File: src/hw/rtl/yuv2rgb_pkg.sv
// Types, constants and arithmetic helpers of the YUV 4:2:0 block to RGB888 core.
package yuv2rgb_pkg;

    localparam int PIX_W   = 8;
    localparam int IN_W    = 6 * PIX_W;
    localparam int OUT_W   = 12 * PIX_W;
    localparam int PROD_W  = 18;
    localparam int OFS_W   = 10;
    localparam int SUM_W   = 10;
    localparam int SCALE_SH = 8;

    localparam logic signed [PROD_W-1:0] COEF_R_V   = 18'sd351;
    localparam logic signed [PROD_W-1:0] COEF_G_V   = 18'sd179;
    localparam logic signed [PROD_W-1:0] COEF_G_U   = 18'sd86;
    localparam logic signed [PROD_W-1:0] COEF_B_U   = 18'sd444;
    localparam logic signed [PROD_W-1:0] TRUNC_BIAS = 18'sd255;
    localparam logic signed [SUM_W-1:0]  CHAN_MAX   = 10'sd255;

    typedef struct packed {
        logic [PIX_W-1:0] luma_bottom_right;
        logic [PIX_W-1:0] luma_bottom_left;
        logic [PIX_W-1:0] luma_top_right;
        logic [PIX_W-1:0] luma_top_left;
        logic [PIX_W-1:0] chroma_v;
        logic [PIX_W-1:0] chroma_u;
    } yuv_block_t;

    typedef struct packed {
        logic [PIX_W-1:0] blue_bottom_right;
        logic [PIX_W-1:0] green_bottom_right;
        logic [PIX_W-1:0] red_bottom_right;
        logic [PIX_W-1:0] blue_bottom_left;
        logic [PIX_W-1:0] green_bottom_left;
        logic [PIX_W-1:0] red_bottom_left;
        logic [PIX_W-1:0] blue_top_right;
        logic [PIX_W-1:0] green_top_right;
        logic [PIX_W-1:0] red_top_right;
        logic [PIX_W-1:0] blue_top_left;
        logic [PIX_W-1:0] green_top_left;
        logic [PIX_W-1:0] red_top_left;
    } rgb_block_t;

    // Remove the chroma bias: flipping the top bit gives sample - 128.
    function automatic logic signed [PIX_W-1:0] unbias(input logic [PIX_W-1:0] c);
        return $signed({~c[PIX_W-1], c[PIX_W-2:0]});
    endfunction

    // Divide by 256 with truncation toward zero.
    function automatic logic signed [OFS_W-1:0] div_scale(input logic signed [PROD_W-1:0] p);
        logic signed [PROD_W-1:0] adj;
        adj = p + (p[PROD_W-1] ? TRUNC_BIAS : '0);
        return OFS_W'(adj >>> SCALE_SH);
    endfunction

    // Add offset to luma and saturate to 0..255.
    function automatic logic [PIX_W-1:0] chan(input logic [PIX_W-1:0] y,
                                              input logic signed [OFS_W-1:0] d);
        logic signed [SUM_W-1:0] s;
        s = $signed({2'b00, y}) + d;
        if (s[SUM_W-1])
        begin
            return '0;
        end
        else if (s > CHAN_MAX)
        begin
            return '1;
        end
        return s[PIX_W-1:0];
    endfunction

endpackage

File: src/hw/rtl/yuv420_block_to_rgb_core.sv
// Converts one 2x2 block of a 4:2:0 image (U, V, four luma) to four RGB888 pixels.
// One block enters per clock while s_tready is high: an input register feeds the
// chroma products, the truncating divide by 256, the luma add and the saturation,
// and a result register holds the four pixels. While a result waits, the
// input register still takes one more block; the input is held off only while both
// registers hold a word and m_tready is low, and s_tready follows m_tready in the same
// cycle, so no bubble follows a stall. The chroma offsets follow BT.601 integer
// weights 351, 179, 86 and 444 over 256, truncated toward zero; every channel
// saturates to 0..255.
module yuv420_block_to_rgb_core (
    input  logic                           clk,
    input  logic                           rst_n,
    input  logic                           s_tvalid,
    output logic                           s_tready,
    // chroma_u, chroma_v, luma_top_left, luma_top_right, luma_bottom_left,
    // luma_bottom_right
    input  logic [yuv2rgb_pkg::IN_W-1:0]   s_tdata,
    output logic                           m_tvalid,
    input  logic                           m_tready,
    // red/green/blue top_left, red/green/blue top_right, red/green/blue bottom_left,
    // red/green/blue bottom_right
    output logic [yuv2rgb_pkg::OUT_W-1:0]  m_tdata
);
    import yuv2rgb_pkg::*;

    yuv_block_t              in_reg;
    logic                    in_valid_reg;
    rgb_block_t              out_reg;
    logic                    out_valid_reg;
    rgb_block_t              rgb_next;
    logic                    out_ready;
    logic signed [PIX_W-1:0] cu;
    logic signed [PIX_W-1:0] cv;
    logic signed [OFS_W-1:0] dr;
    logic signed [OFS_W-1:0] dg;
    logic signed [OFS_W-1:0] db;

    assign out_ready = !out_valid_reg || m_tready;
    assign s_tready  = !in_valid_reg || out_ready;
    assign m_tvalid  = out_valid_reg;
    assign m_tdata   = out_reg;

    always_comb
    begin
        cu = unbias(in_reg.chroma_u);
        cv = unbias(in_reg.chroma_v);
        dr = div_scale(PROD_W'(cv) * COEF_R_V);
        dg = -div_scale(PROD_W'(cv) * COEF_G_V) - div_scale(PROD_W'(cu) * COEF_G_U);
        db = div_scale(PROD_W'(cu) * COEF_B_U);

        rgb_next.red_top_left       = chan(in_reg.luma_top_left, dr);
        rgb_next.green_top_left     = chan(in_reg.luma_top_left, dg);
        rgb_next.blue_top_left      = chan(in_reg.luma_top_left, db);
        rgb_next.red_top_right      = chan(in_reg.luma_top_right, dr);
        rgb_next.green_top_right    = chan(in_reg.luma_top_right, dg);
        rgb_next.blue_top_right     = chan(in_reg.luma_top_right, db);
        rgb_next.red_bottom_left    = chan(in_reg.luma_bottom_left, dr);
        rgb_next.green_bottom_left  = chan(in_reg.luma_bottom_left, dg);
        rgb_next.blue_bottom_left   = chan(in_reg.luma_bottom_left, db);
        rgb_next.red_bottom_right   = chan(in_reg.luma_bottom_right, dr);
        rgb_next.green_bottom_right = chan(in_reg.luma_bottom_right, dg);
        rgb_next.blue_bottom_right  = chan(in_reg.luma_bottom_right, db);
    end

    always_ff @(posedge clk or negedge rst_n)
    begin
        if (!rst_n)
        begin
            in_valid_reg  <= 1'b0;
            out_valid_reg <= 1'b0;
        end
        else
        begin
            if (s_tready)
            begin
                in_valid_reg <= s_tvalid;
            end
            if (out_ready)
            begin
                out_valid_reg <= in_valid_reg;
            end
        end
    end

    always_ff @(posedge clk)
    begin
        if (s_tvalid && s_tready)
        begin
            in_reg <= yuv_block_t'(s_tdata);
        end
        if (in_valid_reg && out_ready)
        begin
            out_reg <= rgb_next;
        end
    end

endmodule

File: config.mk
export PLATFORM = sky130hd
export DESIGN_NAME = yuv420_block_to_rgb_core
export DESIGN_NICKNAME = d
export VERILOG_FILES = /design/src/hw/rtl/yuv2rgb_pkg.sv /design/src/hw/rtl/yuv420_block_to_rgb_core.sv
export SDC_FILE = /design/constraint.sdc
export NUM_CORES = 1
export LEC_CHECK = 0
export BUFFER_PORTS_ARGS = -buffer_cell sky130_fd_sc_hd__buf_2
export CORE_ASPECT_RATIO = 2
export CORE_MARGIN = 2
export CORE_UTILIZATION = 60
export DETAILED_ROUTE_END_ITERATION = 12
export PLACE_DENSITY = 0.78
export SLEW_MARGIN = 20
export SYNTH_ARGS = -nofsm -noshare
export SYNTH_HDL_FRONTEND = slang
export SYNTH_SLANG_ARGS = --single-unit
File: constraint.sdc
create_clock -name clk -period 10.6 [get_ports clk]
set_input_delay 3.18 -clock clk [delete_from_list [all_inputs] [get_ports clk]]
set_output_delay 3.18 -clock clk [all_outputs]
set_load 0.02 [all_outputs]
==> results.sh <==
export IMPL_outcome="finished, final reports clean"
export IMPL_drive_gt1_share_pct=13.4
export IMPL_grt_pass1_wl_mm=63.3
export IMPL_fin_cells=2108
export IMPL_drtIter0Drc=765
export IMPL_dr_total_vias=12300
export IMPL_n_antenna_cell=0
export IMPL_synthMuxAreaShare_pct=0.413
export IMPL_clock_latency_ns=0.45
export IMPL_clock_sink_count=146
export IMPL_syn_area_sq_um=16100
export IMPL_ant_nets=0
export IMPL_yosys_area_share_simple_pct=9.03
export IMPL_grt_setup_unrepaired="no"
export IMPL_cp_end_kind="flip-flop"
export IMPL_row_count=84
export IMPL_post_cts_buffers=0
export IMPL_hold_depth=1
export IMPL_setup_ws_ns=1.10
export IMPL_cts_root_buffer="clkbuf_16"
export IMPL_synthToLayoutAreaGrowth_pct=11.3
export IMPL_drt_pass1_iter_count=7
export IMPL_final_common_cell="ha_1"
export IMPL_num_io_pins=150
export IMPL_synth_edf_count=144
export IMPL_worst_clock_skew_ns=0.0120
export IMPL_synth_nets=1997
export IMPL_synth_compound_area_share_pct=16.6
export IMPL_overflow=0
export IMPL_setup_viol=0
export IMPL_dp_cells=2077
export IMPL_critical_path_class="reg -> reg"
export IMPL_async_flop_share_pct=1.37
export IMPL_route_detailed_drc=0
export IMPL_clock_path_buffers=2
export IMPL_layout_common_cells="275 x ha_1, 205 x inv_1, 149 x buf_2"
export IMPL_synthAdderAreaFrac_pct=32.2
export IMPL_dpl_worst_slack_ns=1.18
export IMPL_io_buffers=149
export IMPL_maxCapViolCount=0
export IMPL_wire_per_inst_um=19.2
export IMPL_cts_tree="built"
export IMPL_hpwl_mm=33.1
export IMPL_place_congestion=0.932
export IMPL_hold_viol=0
export IMPL_nets=2163
export IMPL_ys_seq_area_share_pct=27.2
export IMPL_ctsHtreeMaxLevel=4
export IMPL_period_needed_ns=9.50
export IMPL_viasPerCell=5.86
export IMPL_finalMaxSlewViolations=0
export IMPL_required_ns=10.90
export IMPL_antenna_found_initial=0
export IMPL_synth_cells=1586
export IMPL_postCtsResizedCells=0
export IMPL_r2r_cells=37
export IMPL_worst_path_max_fanout=18
export IMPL_grtUsageTotal_pct=29.2
export IMPL_ys_types=79
export IMPL_start_util_pct=61.1
export IMPL_hp_class="reg -> reg"
export IMPL_relSlewSlack_pct=39.0
export IMPL_synth_avg_cell_area_sq_um=10.1
export IMPL_r2r_slack_ns=1.10
export IMPL_grt_max_degree=61
export IMPL_grt_pass1_vias=12800
export IMPL_fillers=2059
export IMPL_synth_xor_area_share_pct=9.50
export IMPL_dieArea_sq_um=28200
export IMPL_startpoint_type="flip-flop"
export IMPL_die_x_um=120
export IMPL_tns_ns=0
export IMPL_largest_reg_flops=96
export IMPL_slowest_delay_ns=0.72
export IMPL_worst_slew_pin_slew_ns=0.908
export IMPL_cts_buffers=17
export IMPL_timing_final_crit_share_pct=89.6
export IMPL_ys_warn_count=0
export IMPL_finish_utilization_pct=68.0
export IMPL_fmax_mhz=105
export IMPL_postCtsHoldBufs=0
export IMPL_synth_seq_cells=146
export IMPL_fp_dieH_um=235
export IMPL_worst_path_max_delay_cell="xnor2_1"
export IMPL_synth_top_family_by_area="adder cells"
export IMPL_worstPathArrival_ns=9.80
export IMPL_cts_clk_slew_worst_paths_ns=0.07
export IMPL_routed_wl_mm=40.4
export IMPL_core_area_sq_um=26300
export IMPL_critPathMostFrequentCell="ha_1"
export IMPL_yosys_most_used_dff="edfxtp_1"
-- worst max-delay path, delay by kind of cell (launching register included) --
family | cells | cell delay [ns]
adder cells (fa/ha/maj) | 10 | 3.58
XOR/XNOR | 4 | 1.86
AND/OR/NAND/NOR | 6 | 1.06
flip-flops | 1 | 0.32
buffers and inverters | 7 | 0.86
AO/OA/AOI/OAI | 10 | 1.65
-- layer usage --
layer,wire length (um),global-route usage (%),share of wire (%)
met1,13900,28.2,34
met2,21600,54.6,53
met3,1460,3.56,3.6
met4,3460,23.0,8.6
met5,0,0,0
-- layout make-up --
cell class / instances / area (sq um) / share of cell area [%]
well taps: 344 / 430 / 2.41
inverters: 205 / 769 / 4.31
clock inverters: 13 / 184 / 1.03
flip-flops and latches: 146 / 4370 / 24.5
clock buffers: 18 / 429 / 2.40
multi-input cells: 1227 / 10900 / 60.9
repair buffers: 155 / 791 / 4.43
-- synthesized netlist by cell type (5+ instances only) --
cell	number	share of area, %
a211o_1	8	0.44
inv_1	205	4.8
nand2_1	38	0.89
nor4_1	7	0.27
edfxtp_1	144	27
a21boi_0	9	0.42
fa_1	84	10
ha_1	275	21
a21oi_1	145	4.5
xnor2_1	94	5.1
nand4_1	6	0.23
a211oi_1	14	0.65
maj3_1	5	0.31
o21ba_2	8	0.50
nor2_1	120	2.8
o31ai_1	5	0.23
a21o_1	59	2.8
xor2_1	47	2.6
or2_2	8	0.31
nand3_1	14	0.44
o21a_1	45	2.1
nor2b_1	23	0.90
o21ai_0	46	1.4
o21ai_1	11	0.34
nand2b_1	20	0.78
nor3_1	26	0.81
clkbuf_1	7	0.16
xnor2_2	9	0.91
o21bai_1	18	0.84
-- cells by family after synthesis --
group	Yosys count
multiplexers	6
AND/OR/NAND/NOR	292
AO/OA/AOI/OAI	409
XOR/XNOR	156
buffers and inverters	213
flip-flops	146
adder cells (fa/ha/maj)	364
-- through the flow --
stage / cell area, sq um / hold WS [ns]
6_report: 17900 / 0.508
3_3_place_gp: 17300 / 0.475
3_5_place_dp: 17300 / 0.504
2_1_floorplan: 16100 / 0.449
5_1_grt: 17900 / 0.532
4_1_cts: 17900 / 0.518
-- path summary, 6_finish.rpt --
kind / from / to
hold / removal: in_valid_reg / m_tvalid
setup / recovery: in_reg[7] / m_tdata[33]
max in group asynchronous: rst_n / m_tvalid
setup reg to reg: in_reg[7] / m_tdata[33]
min in group asynchronous: rst_n / in_valid_reg
hold reg to reg: in_valid_reg / m_tvalid
Power is left out: the tool's default activity adds up to more than one toggle a clock period on the data nets, which glitch-free logic cannot reach.
